==> config.mk <==
export PLATFORM = sky130hd
export DESIGN_NAME = alarm_beeper_with_confirm_delay_flat
export DESIGN_NICKNAME = d
export VERILOG_FILES = /design/src/design/abwcd_pkg.sv /design/src/design/abwcd_if.sv /design/src/design/alarm_beeper_with_confirm_delay.sv /design/src/flat_wrapper.sv
export SDC_FILE = /design/constraint.sdc
export NUM_CORES = 1
export LEC_CHECK = 0
export BUFFER_PORTS_ARGS = -buffer_cell sky130_fd_sc_hd__buf_2
export CORE_MARGIN = 2
export CORE_UTILIZATION = 35
export CTS_CLUSTER_DIAMETER = 120
export DETAILED_ROUTE_END_ITERATION = 16
export GPL_TIMING_DRIVEN = 0
export HOLD_SLACK_MARGIN = 0.03
export SETUP_SLACK_MARGIN = 0.15
export SYNTH_ARGS = -nofsm -noshare
export SYNTH_HDL_FRONTEND = slang
export SYNTH_SLANG_ARGS = --single-unit
==> constraint.sdc <==
create_clock -name i_clk -period 4.2 [get_ports i_clk]
set_input_delay 0.84 -clock i_clk [delete_from_list [all_inputs] [get_ports i_clk]]
set_output_delay 0.84 -clock i_clk [all_outputs]
set_load 0.02 [all_outputs]
==> src/design/abwcd_pkg.sv <==
// Package for the alarm beeper with confirmation delay.
// Holds the transaction payload types, level codes and register map.
// No dependencies; every other file imports it.
`default_nettype none

package abwcd_pkg;

    // Level codes
    localparam logic [1:0] LEVEL_SAFE    = 2'd0;
    localparam logic [1:0] LEVEL_WARNING = 2'd1;
    localparam logic [1:0] LEVEL_DANGER  = 2'd2;

    // Request kinds
    localparam logic REQ_TICK      = 1'b0;
    localparam logic REQ_SET_LEVEL = 1'b1;

    // Register map
    localparam int CFG_INDEX_W = 3;
    localparam int CFG_DATA_W  = 20;
    localparam int CONFIRM_TICKS_W = 20;
    localparam int PHASE_W     = 16;

    localparam logic [CFG_INDEX_W-1:0] REG_CONFIRM_TICKS     = 3'd0;
    localparam logic [CFG_INDEX_W-1:0] REG_WARNING_ON_TICKS  = 3'd1;
    localparam logic [CFG_INDEX_W-1:0] REG_WARNING_OFF_TICKS = 3'd2;
    localparam logic [CFG_INDEX_W-1:0] REG_DANGER_ON_TICKS   = 3'd3;
    localparam logic [CFG_INDEX_W-1:0] REG_DANGER_OFF_TICKS  = 3'd4;

    // Register reset values
    localparam logic [CONFIRM_TICKS_W-1:0] CONFIRM_TICKS_RST     = 20'd30000;
    localparam logic [PHASE_W-1:0]         WARNING_ON_TICKS_RST  = 16'd200;
    localparam logic [PHASE_W-1:0]         WARNING_OFF_TICKS_RST = 16'd800;
    localparam logic [PHASE_W-1:0]         DANGER_ON_TICKS_RST   = 16'd100;
    localparam logic [PHASE_W-1:0]         DANGER_OFF_TICKS_RST  = 16'd100;

    typedef struct packed {
        logic       req_type;
        logic [1:0] new_level;
    } t_in_item;

    typedef struct packed {
        logic       tone_enable;
        logic       alarm_pending;
        logic       alarm_sounding;
        logic [1:0] current_level;
    } t_out_item;

    typedef struct packed {
        logic [CFG_INDEX_W-1:0] index;
        logic [CFG_DATA_W-1:0]  data;
    } t_cfg_write;

endpackage

`default_nettype wire

==> src/design/abwcd_if.sv <==
// Valid/ready channel interfaces for the alarm beeper: input items,
// result items and configuration writes. Depends on abwcd_pkg.
`default_nettype none

interface abwcd_in_if;
    import abwcd_pkg::*;
    logic     valid;
    logic     ready;
    t_in_item data;
    modport source (output valid, output data, input ready);
    modport sink   (input valid, input data, output ready);
endinterface

interface abwcd_out_if;
    import abwcd_pkg::*;
    logic      valid;
    logic      ready;
    t_out_item data;
    modport source (output valid, output data, input ready);
    modport sink   (input valid, input data, output ready);
endinterface

interface abwcd_cfg_if;
    import abwcd_pkg::*;
    logic       valid;
    logic       ready;
    t_cfg_write data;
    modport source (output valid, output data, input ready);
    modport sink   (input valid, input data, output ready);
endinterface

`default_nettype wire

==> src/design/alarm_beeper_with_confirm_delay.sv <==
// Alarm beeper with confirmation delay, top level.
// Depends on abwcd_pkg and the channel interfaces in abwcd_if.sv.
//
// Each input transaction is either a one-millisecond tick or a request to
// set a new alarm level (safe, warning, danger; code three counts as safe).
// Leaving safe arms a confirmation wait with the tone off; going back to
// safe cancels everything at once. After confirm_ticks ticks the alarm is
// confirmed and beeping starts with an off phase, then alternates on and
// off phases whose lengths come from the warning or danger registers.
// Swapping warning and danger while beeping restarts the pattern with the
// tone off. Both counters saturate at all ones. Every input transaction
// yields exactly one result transaction carrying the state after the
// update. Throughput is one transaction per clock while the result is not
// stalled; each one passes the input register, then the result register
// that also commits the state. The combinational state update between
// those two registers sets that rate. Configuration writes are always
// accepted and must only be issued while no transaction is in flight.
`default_nettype none

module alarm_beeper_with_confirm_delay #(
    parameter int CONFIRM_WIDTH = 20
) (
    input  wire         i_clk,
    input  wire         i_rst_n,
    abwcd_in_if.sink    i_in,
    abwcd_out_if.source o_out,
    abwcd_cfg_if.sink   i_cfg
);
    import abwcd_pkg::*;

    // Compare width wide enough for both the counter and the register
    localparam int CMP_W = (CONFIRM_WIDTH > CONFIRM_TICKS_W) ? CONFIRM_WIDTH : CONFIRM_TICKS_W;

    // Configuration registers
    logic [CONFIRM_TICKS_W-1:0] r_confirm_ticks;
    logic [PHASE_W-1:0]         r_warning_on_ticks;
    logic [PHASE_W-1:0]         r_warning_off_ticks;
    logic [PHASE_W-1:0]         r_danger_on_ticks;
    logic [PHASE_W-1:0]         r_danger_off_ticks;

    // Alarm state
    logic [1:0]               r_level,   n_level;
    logic                     r_pending, n_pending;
    logic                     r_sounding, n_sounding;
    logic                     r_tone,    n_tone;
    logic [CONFIRM_WIDTH-1:0] r_confirm_elapsed, n_confirm_elapsed;
    logic [PHASE_W-1:0]       r_phase_elapsed,   n_phase_elapsed;

    // Input stage and result stage
    logic      r_s1_valid;
    t_in_item  r_s1_item;
    logic      r_out_valid;
    t_out_item r_out_item;

    logic out_free;
    logic s1_free;
    logic s1_fire;

    // Result register can take a new transaction when empty or draining
    assign out_free = !r_out_valid || o_out.ready;
    // Input register can take a new transaction when empty or moving on
    assign s1_free  = !r_s1_valid || out_free;
    assign s1_fire  = r_s1_valid && out_free;

    assign i_in.ready  = s1_free;
    assign o_out.valid = r_out_valid;
    assign o_out.data  = r_out_item;
    assign i_cfg.ready = 1'b1;

    // Configuration writes; unknown indexes are dropped
    always_ff @(posedge i_clk) begin
        if (!i_rst_n) begin
            r_confirm_ticks     <= CONFIRM_TICKS_RST;
            r_warning_on_ticks  <= WARNING_ON_TICKS_RST;
            r_warning_off_ticks <= WARNING_OFF_TICKS_RST;
            r_danger_on_ticks   <= DANGER_ON_TICKS_RST;
            r_danger_off_ticks  <= DANGER_OFF_TICKS_RST;
        end else if (i_cfg.valid) begin
            case (i_cfg.data.index)
                REG_CONFIRM_TICKS:     r_confirm_ticks     <= i_cfg.data.data;
                REG_WARNING_ON_TICKS:  r_warning_on_ticks  <= i_cfg.data.data[PHASE_W-1:0];
                REG_WARNING_OFF_TICKS: r_warning_off_ticks <= i_cfg.data.data[PHASE_W-1:0];
                REG_DANGER_ON_TICKS:   r_danger_on_ticks   <= i_cfg.data.data[PHASE_W-1:0];
                REG_DANGER_OFF_TICKS:  r_danger_off_ticks  <= i_cfg.data.data[PHASE_W-1:0];
                default: ;
            endcase
        end
    end

    // Next-state logic for the transaction held in the input register
    logic [1:0]               req_level;
    logic [CONFIRM_WIDTH-1:0] confirm_inc;
    logic [PHASE_W-1:0]       phase_inc;
    logic [PHASE_W-1:0]       on_len;
    logic [PHASE_W-1:0]       off_len;
    logic [PHASE_W-1:0]       limit;
    logic                     confirm_done;

    always_comb begin
        // Level code three maps to safe
        req_level = ((r_s1_item.new_level == LEVEL_WARNING) ||
                     (r_s1_item.new_level == LEVEL_DANGER)) ? r_s1_item.new_level : LEVEL_SAFE;

        confirm_inc = (r_confirm_elapsed == {CONFIRM_WIDTH{1'b1}}) ?
                      r_confirm_elapsed : r_confirm_elapsed + CONFIRM_WIDTH'(1);
        phase_inc   = (r_phase_elapsed == {PHASE_W{1'b1}}) ?
                      r_phase_elapsed : r_phase_elapsed + PHASE_W'(1);
        confirm_done = CMP_W'(confirm_inc) >= CMP_W'(r_confirm_ticks);

        on_len  = (r_level == LEVEL_DANGER) ? r_danger_on_ticks  : r_warning_on_ticks;
        off_len = (r_level == LEVEL_DANGER) ? r_danger_off_ticks : r_warning_off_ticks;
        limit   = r_tone ? on_len : off_len;

        n_level           = r_level;
        n_pending         = r_pending;
        n_sounding        = r_sounding;
        n_tone            = r_tone;
        n_confirm_elapsed = r_confirm_elapsed;
        n_phase_elapsed   = r_phase_elapsed;

        if (r_s1_item.req_type == REQ_TICK) begin
            if (r_level == LEVEL_SAFE) begin
                n_tone = 1'b0;
            end else if (r_pending) begin
                n_confirm_elapsed = confirm_inc;
                if (confirm_done) begin
                    // Confirm: start with an off phase, zero length flips at once
                    n_pending       = 1'b0;
                    n_sounding      = 1'b1;
                    n_phase_elapsed = '0;
                    n_tone          = (off_len == '0);
                end
            end else if (r_sounding) begin
                if (phase_inc >= limit) begin
                    n_tone          = !r_tone;
                    n_phase_elapsed = '0;
                end else begin
                    n_phase_elapsed = phase_inc;
                end
            end
        end else if (req_level != r_level) begin
            n_level = req_level;
            if (req_level == LEVEL_SAFE) begin
                n_pending  = 1'b0;
                n_sounding = 1'b0;
                n_tone     = 1'b0;
            end else if (r_level == LEVEL_SAFE) begin
                n_pending         = 1'b1;
                n_sounding        = 1'b0;
                n_tone            = 1'b0;
                n_confirm_elapsed = '0;
            end else if (r_sounding) begin
                // Warning/danger swap while beeping: restart silent
                n_phase_elapsed = '0;
                n_tone          = 1'b0;
            end
        end
    end

    // Control state and valid flags
    always_ff @(posedge i_clk) begin
        if (!i_rst_n) begin
            r_level           <= LEVEL_SAFE;
            r_pending         <= 1'b0;
            r_sounding        <= 1'b0;
            r_tone            <= 1'b0;
            r_confirm_elapsed <= '0;
            r_phase_elapsed   <= '0;
            r_s1_valid        <= 1'b0;
            r_out_valid       <= 1'b0;
        end else begin
            if (s1_free) begin
                r_s1_valid <= i_in.valid;
            end
            if (out_free) begin
                r_out_valid <= r_s1_valid;
            end
            // Commit the state as the transaction moves to the result stage
            if (s1_fire) begin
                r_level           <= n_level;
                r_pending         <= n_pending;
                r_sounding        <= n_sounding;
                r_tone            <= n_tone;
                r_confirm_elapsed <= n_confirm_elapsed;
                r_phase_elapsed   <= n_phase_elapsed;
            end
        end
    end

    // Payload registers
    always_ff @(posedge i_clk) begin
        if (s1_free && i_in.valid) begin
            r_s1_item <= i_in.data;
        end
        if (s1_fire) begin
            r_out_item.tone_enable    <= n_tone;
            r_out_item.alarm_pending  <= n_pending;
            r_out_item.alarm_sounding <= n_sounding;
            r_out_item.current_level  <= n_level;
        end
    end

endmodule

`default_nettype wire
==> src/flat_wrapper.sv <==
// flat-port wrapper written by rule: the top's interface ports become plain ports
module alarm_beeper_with_confirm_delay_flat import abwcd_pkg::*;
#(
    parameter int CONFIRM_WIDTH = 20
)
  (i_clk, i_rst_n, i_in_valid, i_in_data, i_in_ready, o_out_valid, o_out_data, o_out_ready, i_cfg_valid, i_cfg_data, i_cfg_ready);
  abwcd_in_if i_in_i ();
  abwcd_out_if o_out_i ();
  abwcd_cfg_if i_cfg_i ();
  input  wire i_clk;
  input  wire i_rst_n;
  input wire logic [$bits(i_in_i.valid)-1:0] i_in_valid;
  input wire logic [$bits(i_in_i.data)-1:0] i_in_data;
  output wire logic [$bits(i_in_i.ready)-1:0] i_in_ready;
  output wire logic [$bits(o_out_i.valid)-1:0] o_out_valid;
  output wire logic [$bits(o_out_i.data)-1:0] o_out_data;
  input wire logic [$bits(o_out_i.ready)-1:0] o_out_ready;
  input wire logic [$bits(i_cfg_i.valid)-1:0] i_cfg_valid;
  input wire logic [$bits(i_cfg_i.data)-1:0] i_cfg_data;
  output wire logic [$bits(i_cfg_i.ready)-1:0] i_cfg_ready;
  assign i_in_i.valid = i_in_valid;
  assign i_in_i.data = i_in_data;
  assign i_in_ready = i_in_i.ready;
  assign o_out_valid = o_out_i.valid;
  assign o_out_data = o_out_i.data;
  assign o_out_i.ready = o_out_ready;
  assign i_cfg_i.valid = i_cfg_valid;
  assign i_cfg_i.data = i_cfg_data;
  assign i_cfg_ready = i_cfg_i.ready;
  alarm_beeper_with_confirm_delay #(.CONFIRM_WIDTH(CONFIRM_WIDTH)) u_core (.i_clk(i_clk), .i_rst_n(i_rst_n), .i_in(i_in_i), .o_out(o_out_i), .i_cfg(i_cfg_i));
endmodule
==> results.json, run 1 <==
{
  "min_period_ns": 3.863,
  "worstPathArrival_ns": 4.18,
  "cts.sinks": 135,
  "crit_fanout": 10,
  "clk_pin_slew_ns": 0.06,
  "rr_endpoint": "u_core.r_tone$_SDFFE_PN0P_",
  "dpl-instance-area_sq_um": 7861,
  "gp_congestion": 0.8306,
  "r2r_start": "u_core.r_confirm_elapsed[3]$_SDFFE_PN0P_",
  "grt_usage_pct": 19.17,
  "peakVddDrop_uv": 290.3,
  "die_area_sq_um": 22140,
  "dp_hpwl_mm": 14.92,
  "drc": 0,
  "htreeDepth": 4,
  "maxCapViolations": 0,
  "coreArea_sq_um": 20430,
  "hold_viol": 0,
  "postRouteAntennaNets": 0,
  "layout.nets": 1031,
  "pin_count": 39,
  "fp.dieW_microns": 148.8,
  "ctsLongestPathBuffers": 2,
  "period_share_pct": 91.99,
  "grt_pass1_vias": 6207,
  "vias": 6569,
  "run_status": "complete, no violations",
  "min-delay-start": "u_core.r_confirm_ticks[7]$_SDFFE_PN0P_",
  "grt_overflow": 0,
  "synth_cells": 900,
  "maxSlewViolCount": 0,
  "vias_per_cell": 5.281,
  "worstMarginPinSlew_ns": 1.043,
  "setup_viol": 0,
  "synth_fp_nets": 971,
  "rows": 52,
  "worstSetupEndpointType": "register",
  "worstSetupPathType": "register to register",
  "drt_iter0_drc": 446,
  "grt_max_degree": 17,
  "ff2ff_path_depth": 19,
  "wl_per_cell_microns": 16.33,
  "port_buffers": 37,
  "initial_utilization_pct": 35.92,
  "antenna_found_initial": 0,
  "drive_above_1_share_pct": 14.39,
  "max_freq_mhz": 258.8,
  "ctsRootBufferMaster": "clkbuf_16",
  "min_to": "u_core.r_confirm_ticks[7]$_SDFFE_PN0P_",
  "seq_area_frac_synth_pct": 37.92,
  "yosysUniqueCellTypes": 71,
  "syn_area_sq_um": 7338,
  "grt_first_pass_wirelength_mm": 32.86,
  "cellPowerDensity_nw_per_um2": 352.4,
  "ys_top_cells_by_area": "dfxtp_1, nand2_1, ha_1",
  "yosysMostFrequentCell": "nand2_1",
  "p_leak_nw": 3.311,
  "finalWirelength_mm": 20.31,
  "cts_tree": "done",
  "yosysTopAreaCell": "dfxtp_1",
  "rsz0062_at_grt": "false",
  "rrSetupSlack_ns": 0.34,
  "yosys-top-cells-count": "nand2_1, dfxtp_1, a21oi_1, nand3_1, inv_1",
  "clk_latency_ns": 0.43,
  "ys_ff_latch": 135,
  "relSlewSlack_pct": 29.94,
  "syn_to_final_growth_pct": 16.71,
  "syn_area_per_cell_sq_um": 8.154,
  "synth_edf_count": 8,
  "synth_top_area_share_pct": 34.65,
  "cts_buffers": 17,
  "fin_skew_ns": 0.01222,
  "die_h_microns": 148.8,
  "ys.flop_type": "dfxtp_1",
  "hold_path_class": "register to register",
  "dr.pass1.iters": 7,
  "worstPathRequired_ns": 4.52,
  "synthArstFlopShare_pct": 0,
  "min_path_cells": 2,
  "hold-worst-slack_ns": 0.4564,
  "stdcell_area_sq_um": 8564,
  "critPathLaunchType": "register",
  "ys_warn_count": 0,
  "postCtsHoldBufs": 0
}
layout make-up:
type | count | area (sq um)
fillers | 2144 | 11870
multi-input cells | 673 | 4257
clock inverters | 15 | 142.6
inverters | 41 | 153.9
diodes | 1 | 2.502
repair buffers | 41 | 215.2
clock buffers | 17 | 425.4
plain buffers | 51 | 246.5
well taps | 270 | 337.8
flip-flops and latches | 135 | 2784
cell families (layout without fill, tap and decap cells):
group                      after synthesis  in the layout  synth area share [%]
AOI/OAI and AO/OA                      196            196                 16.16
xor gates and xnor gates                24             24                 2.967
adders and majority gates               40             40                 6.820
buffers and inverters                   92            165                 5.166
DFF                                    135            135                 37.92
muxes                                   24             24                 6.104
other                                    1              2               0.05110
and+or+nand+nor                        388            388                 24.81
worst max-delay path by stage:
stage,start,to,cells after the start
after floorplan,u_core.r_level[0]$_SDFFE_PN0P_,u_core.r_tone$_SDFFE_PN0P_,12
after CTS,u_core.r_confirm_elapsed[3]$_SDFFE_PN0P_,u_core.r_phase_elapsed[11]$_SDFFE_PN0P_,18
final,u_core.r_confirm_elapsed[3]$_SDFFE_PN0P_,u_core.r_tone$_SDFFE_PN0P_,19
after global routing,u_core.r_confirm_elapsed[3]$_SDFFE_PN0P_,u_core.r_tone$_SDFFE_PN0P_,19
after global placement,u_core.r_confirm_elapsed[3]$_SDFFE_PN0P_,u_core.r_phase_elapsed[1]$_SDFFE_PN0P_,17
after detailed placement,u_core.r_confirm_elapsed[3]$_SDFFE_PN0P_,u_core.r_phase_elapsed[15]$_SDFFE_PN0P_,18
power by group:
| group | leakage (nW) | switching, mW | internal, mW |
|---|---|---|---|
| logic | 1.93 | 0.141 | 0.0795 |
| registers | 1.11 | 0.0185 | 1.32 |
| clock network | 0.281 | 0.632 | 0.827 |
cells in the final DEF (no fill, tap or decap), types with 6 or more instances in the layout:
cell,n
nor2_1,31
dfxtp_1,126
o31ai_1,7
a31oi_1,6
a21oi_1,96
edfxtp_1,8
nand2_1,206
nand4_1,13
and4_1,7
clkbuf_1,28
nand3_1,56
mux4_2,16
buf_1,6
buf_4,7
o21ai_0,35
nor2b_1,8
o21ai_1,6
xnor2_1,12
xor2_1,8
buf_2,42
ha_1,39
inv_1,41
and3_1,14
nor4_1,11
clkbuf_16,17
nor3_1,7
o211ai_1,9
worst max-delay path, stage by stage (launching register included):
cell       delay [ns]
dfxtp_1          0.30
clkbuf_4         0.17
and4_1           0.18
buf_2            0.16
and4_1           0.19
buf_4            0.16
and3_1           0.15
buf_2            0.16
nand2_2          0.14
xnor2_2          0.17
ha_1             0.27
nand2b_1         0.16
a2111oi_2        0.36
o31a_1           0.19
o211ai_1         0.08
buf_4            0.17
buf_4            0.15
and3_1           0.14
a211o_1          0.25
o21ba_2          0.20
per-stage QoR:
stage	std cells	TNS (ns)	setup slack, ns	utilization (%)	total power [mW]
2_1_floorplan	900	0	0.5801	-	1.497
3_3_place_gp	1207	-2.134	-0.1662	38.48	1.580
3_5_place_dp	1207	-2.104	-0.1807	38.48	1.583
4_1_cts	1240	0	0.07099	41.33	3.034
5_1_grt	1243	0	0.1372	41.91	3.124
6_report	1244	0	0.3366	41.92	3.018
what timing repair did:
action | 4_1_cts | 5_1_grt
gates resized for setup | 4 | 24
pin swaps | 1 | 3
buffers inserted | 1 | 3
gates cloned | 0 | 0
setup endpoints to repair | 18 | 21
state kept, by name, indices dropped and copies added (netlist names):
signal,flops
u_core.r_phase_elapsed,16
u_core.r_sounding,1
u_core.r_tone,1
u_core.r_warning_off_ticks,16
u_core.r_warning_on_ticks,16
u_core.r_s1_item,3
u_core.r_s1_valid,1
u_core.o_out.valid,1
u_core.r_pending,1
u_core.r_confirm_elapsed,20
u_core.r_danger_off_ticks,16
u_core.r_confirm_ticks,20
u_core.o_out.data,5
u_core.r_level,2
u_core.r_danger_on_ticks,16
metal layers:
metal | routed length (microns) | track usage [%]
met4 | 396 | 6.619
met3 | 985 | 3.639
met1 | 9115 | 24.67
met5 | 0 | 0
met2 | 9816 | 32.34
(Power assumes the default switching activity.)
==> run 2: changes to the inputs <==
Settings changed: CORE_MARGIN 2 to 5.
==> run 2 against run 1 <==
Compared with the run above:
- design area grew 0.64%
- routed wire length fell by 0.48%
- critical endpoint unchanged
- global-route usage shrank 2.0 points
==> results.json, run 2 (synthesized netlist as in run 1, its figures left out) <==
{
  "layout_common_cells": "nand2_1, dfxtp_1, a21oi_1",
  "cts_buffers": 17,
  "coreArea_sq_um": 20820,
  "worstSetupPathType": "register to register",
  "antenna_cells": 0,
  "hold_viol": 0,
  "crit_fanout": 10,
  "cp_slowest_cell": "mux4_2",
  "cts_tree": "done",
  "clk_pin_slew_ns": 0.06,
  "grt_max_degree": 17,
  "dpl-instance-area_sq_um": 7868,
  "p_leak_nw": 3.327,
  "p_clk_share_pct": 51.0,
  "run_status": "complete, no violations",
  "syn_to_final_growth_pct": 17.46,
  "place_ws_ns": -0.1519,
  "clk_latency_ns": 0.43,
  "rsz0062_at_grt": "false",
  "cp_cell_sequence": "and2b_1, clkbuf_4, buf_6, mux4_2, ha_1, nand2b_1, a2111oi_2, o31ai_2, a21oi_1, mux2_2, a211o_1, o21ba_2",
  "finalWirelength_mm": 20.22,
  "seqCellArea_sq_um": 2784,
  "layout.nets": 1031,
  "wl_per_cell_microns": 16.21,
  "dp_hpwl_mm": 15.00,
  "dr.pass1.iters": 5,
  "critPathLaunchType": "register",
  "maxSlewViolCount": 0,
  "max_stage_delay_ns": 0.56,
  "peakVddDrop_uv": 264.9,
  "stdcell_area_sq_um": 8620,
  "fin_skew_ns": 0.009172,
  "die_area_sq_um": 23960,
  "vias_per_cell": 5.223,
  "grt_usage_pct": 17.14,
  "drive_above_1_share_pct": 14.09,
  "combinationalPowerShare_pct": 6.8,
  "initial_utilization_pct": 35.24,
  "grt_pass1_vias": 6224,
  "postRouteAntennaNets": 0,
  "drt_iter0_drc": 389,
  "port_buffers": 37,
  "multi_input_area_sq_um": 4238,
  "power_switching_mw": 0.7386,
  "vias": 6513,
  "worstMarginPinSlew_ns": 1.004,
  "top_regs": "u_core.r_confirm_elapsed x20, u_core.r_confirm_ticks x20",
  "die_h_microns": 154.8,
  "grt_overflow": 0,
  "setup_viol": 0,
  "pin_count": 39,
  "seqPwrFrac_pct": 42.1,
  "cellPowerDensity_nw_per_um2": 369.0,
  "worstPathRequired_ns": 4.52,
  "rows": 53,
  "antenna_found_initial": 0,
  "swShare_pct": 23.22,
  "cts.sinks": 135,
  "worstPathArrival_ns": 4.19,
  "layout_commonest_cell": "nand2_1",
  "ctsLongestPathBuffers": 2,
  "max_freq_mhz": 258.4,
  "grt_first_pass_wirelength_mm": 32.76,
  "period_share_pct": 92.15,
  "worstSetupEndpointType": "register",
  "layout_setup_ws_ns": 0.3299,
  "maxCapViolations": 0,
  "relSlewSlack_pct": 32.57,
  "htreeDepth": 4,
  "drc": 0,
  "power.internal_mw": 2.442,
  "nFillCells": 2149,
  "gp_congestion": 0.8643,
  "fp.dieW_microns": 154.8,
  "ctsRootBufferMaster": "clkbuf_16",
  "hold_path_class": "register to register",
  "postCtsHoldBufs": 0,
  "min_period_ns": 3.870
}
## run 2: cell count changes in the layout (fill, tap and decap cells not counted), moves of 2 or more
cell,before,now
inv_6,5,2
clkbuf_8,0,3
xnor2_2,4,2
xnor2_1,12,14
buf_4,7,9
clkinv_2,3,1
clkinv_4,4,2
bufinv_16,1,4
## run 2: area by class of cell
class / count / share of cell area (%)
tap: 275 / 3.992
clock inverter: 10 / 1.945
sequential: 135 / 32.30
timing repair buffer: 41 / 2.497
clock buffer: 21 / 5.458
inverter: 41 / 1.785
buffer: 51 / 2.860
multi-input combinational: 673 / 49.17
## run 2: final timing paths
check                                           start                                       end  slack, ns  cells past startpoint
min          u_core.r_danger_on_ticks[1]$_SDFFE_PN0P_  u_core.r_danger_on_ticks[1]$_SDFFE_PN0P_       0.45                      2
min reg2reg  u_core.r_danger_on_ticks[1]$_SDFFE_PN0P_  u_core.r_danger_on_ticks[1]$_SDFFE_PN0P_       0.45                      2
max                    u_core.r_level[1]$_SDFFE_PN0P_                u_core.r_tone$_SDFFE_PN0P_       0.33                     12
max reg2reg            u_core.r_level[1]$_SDFFE_PN0P_                u_core.r_tone$_SDFFE_PN0P_       0.33                     12
## run 2: timing repair
action                     4_1_cts  5_1_grt
pin swaps                        2        3
buffers inserted                 2        2
setup endpoints to repair       18       22
resized for setup               10       17
## run 2: routing by layer
metal	track usage, %	vias to the layer above	share of wire [%]
met4	4.668	0	1.5
met5	0	-	0
met1	22.97	3054	46
met3	3.274	25	4.2
met2	28.37	142	48
li1	-	3292	-
## run 2: worst max-delay path, delay by kind of cell, from the launching register on
| kind | cells | cell delay, ns |
|---|---|---|
| compound gates | 5 | 1.33 |
| fa+ha+maj | 1 | 0.28 |
| buf+inv | 2 | 0.46 |
| flops | 1 | 0.45 |
| mux | 2 | 0.91 |
| simple gates | 2 | 0.32 |
## run 2: stage by stage
| stage | setup TNS [ns] | hold slack, ns | std cells | total power [mW] | util, % |
|---|---|---|---|---|---|
| final | 0 | 0.4503 | 1247 | 3.181 | 41.40 |
| after detailed placement | -1.716 | 0.4433 | 1212 | 1.581 | 37.78 |
| after CTS | 0 | 0.4515 | 1245 | 3.197 | 41.06 |
| after floorplan | 0 | 0.4331 | 900 | 1.497 | - |
| after global routing | 0 | 0.4759 | 1247 | 3.291 | 41.40 |
| after global placement | -1.557 | 0.4387 | 1212 | 1.579 | 37.78 |
## run 2: power groups by stage
stage	Combinational [mW]	Sequential, mW	Clock (mW)
2_1_floorplan	0.132	1.37	0
3_3_place_gp	0.211	1.37	0
3_5_place_dp	0.214	1.37	0
4_1_cts	0.215	1.34	1.64
5_1_grt	0.241	1.34	1.71
6_report	0.217	1.34	1.62
==> run 3: changes to the inputs <==
Settings changed: CORE_UTILIZATION 35 to 40.
==> run 3 against run 2 <==
Compared with the run above:
- non-clock buffer count increased by 4
- die area shrank 12%
- largest cell class unchanged
- highest routed layer unchanged
- clock power down 9%
- worst setup slack gained 0.031 ns
==> results.json, run 3 (synthesized netlist as in run 1, its figures left out) <==
{
  "p_leak_nw": 3.355,
  "layout.nets": 1035,
  "wl_per_cell_microns": 16.68,
  "antenna_found_initial": 0,
  "grt_first_pass_wirelength_mm": 32.66,
  "power_switching_mw": 0.7626,
  "peakVddDrop_uv": 305.5,
  "rrSetupSlack_ns": 0.36,
  "period_share_pct": 91.40,
  "port_buffers": 37,
  "initial_utilization_pct": 40.71,
  "pin_count": 39,
  "vias_per_cell": 5.457,
  "worstSetupEndpointType": "register",
  "clk_pin_slew_ns": 0.06,
  "worstPathRequired_ns": 4.52,
  "worstSetupPathType": "register to register",
  "fin_cells": 1206,
  "htreeDepth": 4,
  "syn_to_final_growth_pct": 16.66,
  "cts_buffers": 17,
  "hold-worst-slack_ns": 0.4514,
  "r2r_start": "u_core.r_phase_elapsed[7]$_SDFFE_PN0P_",
  "combinationalPowerShare_pct": 7.3,
  "coreArea_sq_um": 18020,
  "layout_commonest_cell": "nand2_1",
  "maxCapViolations": 0,
  "vias": 6581,
  "die_area_sq_um": 21150,
  "crit_path_start": "u_core.r_phase_elapsed[7]$_SDFFE_PN0P_",
  "endpoint": "u_core.r_tone$_SDFFE_PN0P_",
  "drt_iter0_drc": 441,
  "grt_max_degree": 17,
  "power.internal_mw": 2.275,
  "critPathLaunchType": "register",
  "grt_overflow": 0,
  "rows": 49,
  "grt_busiest_layer": "met2",
  "grt_usage_pct": 18.97,
  "grtUsageMet1_pct": 25.47,
  "max_freq_mhz": 260.5,
  "die_h_microns": 145.4,
  "cts_tree": "done",
  "rr_endpoint": "u_core.r_tone$_SDFFE_PN0P_",
  "maxSlewViolCount": 0,
  "ff2ff_path_depth": 15,
  "worstMarginPinSlew_ns": 1.082,
  "grt_use_met3_pct": 3.457,
  "fin_skew_ns": 0.009194,
  "postCtsHoldBufs": 0,
  "ctsRootBufferMaster": "clkbuf_16",
  "min_period_ns": 3.839,
  "seqPwrFrac_pct": 44.1,
  "drive_above_1_share_pct": 14.94,
  "hold_viol": 0,
  "postRouteAntennaNets": 0,
  "rsz0062_at_grt": "false",
  "drc": 0,
  "run_status": "complete, no violations",
  "top_regs": "u_core.r_confirm_elapsed x20, u_core.r_confirm_ticks x20",
  "fp.dieW_microns": 145.4,
  "clk_latency_ns": 0.43,
  "cts.sinks": 135,
  "gp_congestion": 0.8145,
  "crit_fanout": 7,
  "layout_common_cells": "nand2_1, dfxtp_1, a21oi_1",
  "grt_pass1_vias": 6154,
  "hold_path_class": "register to register",
  "finalWirelength_mm": 20.12,
  "fin_total_pwr_mw": 3.037,
  "cellPowerDensity_nw_per_um2": 354.8,
  "ctsLongestPathBuffers": 2,
  "antenna_cells": 0,
  "dr.pass1.iters": 5,
  "dp_hpwl_mm": 14.70,
  "dp.cells": 1166,
  "setup_viol": 0,
  "p_clk_share_pct": 48.6,
  "relSlewSlack_pct": 27.34,
  "use_met2_pct": 30.93,
  "worstPathArrival_ns": 4.16,
  "swShare_pct": 25.11
}
-- run 3: cell types whose count changed in the layout (fill, tap and decap cells not counted), sizes merged --
cell,delta
clkinv,+6
clkbuf,-3
buf,+3
inv,+1
bufinv,-2
-- run 3: cell type report --
cell class	count	area (sq um)
Sequential cell	135	2784
Tap cell	229	286.5
Clock inverter	15	151.4
Inverter	41	153.9
Buffer	51	246.5
Clock buffer	17	425.4
Fill cell	1815	9464
Timing Repair Buffer	45	245.2
Multi-Input combinational cell	673	4268
-- run 3: worst min path at each step --
| stage | startpoint | to | slack (ns) | cells after the start |
|---|---|---|---|---|
| detailed placement | u_core.r_warning_on_ticks[2]$_SDFFE_PN0P_ | u_core.r_warning_on_ticks[2]$_SDFFE_PN0P_ | 0.45 | 2 |
| global placement | u_core.r_danger_on_ticks[10]$_SDFFE_PN0P_ | u_core.r_danger_on_ticks[10]$_SDFFE_PN0P_ | 0.44 | 2 |
| floorplan | u_core.r_warning_on_ticks[0]$_SDFFE_PN0P_ | u_core.r_warning_on_ticks[0]$_SDFFE_PN0P_ | 0.43 | 2 |
| finish | u_core.r_danger_on_ticks[10]$_SDFFE_PN0P_ | u_core.r_danger_on_ticks[10]$_SDFFE_PN0P_ | 0.45 | 2 |
| global route | u_core.r_danger_on_ticks[10]$_SDFFE_PN0P_ | u_core.r_danger_on_ticks[10]$_SDFFE_PN0P_ | 0.47 | 2 |
| CTS | u_core.r_danger_on_ticks[10]$_SDFFE_PN0P_ | u_core.r_danger_on_ticks[10]$_SDFFE_PN0P_ | 0.45 | 2 |
-- run 3: repair_timing --
| action | 4_1_cts | 5_1_grt |
|---|---|---|
| hold endpoints to repair | 0 | 0 |
| setup endpoints to repair | 18 | 22 |
| setup buffers | 2 | 6 |
| gates resized for setup | 5 | 28 |
| pin swaps | 1 | 5 |
-- run 3: routing by layer --
| layer | vias to the layer above | share of wire [%] |
|---|---|---|
| li1 | 3306 | - |
| met1 | 3051 | 45 |
| met2 | 197 | 47 |
| met3 | 27 | 6.0 |
| met4 | 0 | 1.7 |
| met5 | - | 0 |
-- run 3: worst max-delay path, stage by stage, from the launching register on --
cell and delay (ns):
dfxtp_1 0.36, and4_4 0.21, and4_1 0.19, clkbuf_2 0.15, and3_1 0.16, buf_2 0.16, or3_4 0.38, xnor2_2 0.15
ha_1 0.32, a21o_1 0.19, a211oi_1 0.27, o31ai_2 0.17, a21oi_1 0.18, mux2_2 0.35, a211o_1 0.31, o21ba_2 0.19
-- run 3: power by group through the flow --
stage,logic [mW],clock network (mW),registers [mW]
floorplan,0.132,0,1.37
global placement,0.214,0,1.37
detailed placement,0.216,0,1.37
CTS,0.217,1.49,1.34
global route,0.243,1.56,1.34
finish,0.221,1.48,1.34
-- run 3: metrics by stage --
stage	TNS, ns	area (sq um)	util [%]	setup slack (ns)
finish	0	8561	47.49	0.3614
global route	0	8561	47.49	0.1523
CTS	0	8412	46.67	0.1548
detailed placement	-1.630	7810	43.33	-0.1429
global placement	-1.616	7810	43.33	-0.1418
floorplan	0	7338	-	0.5801
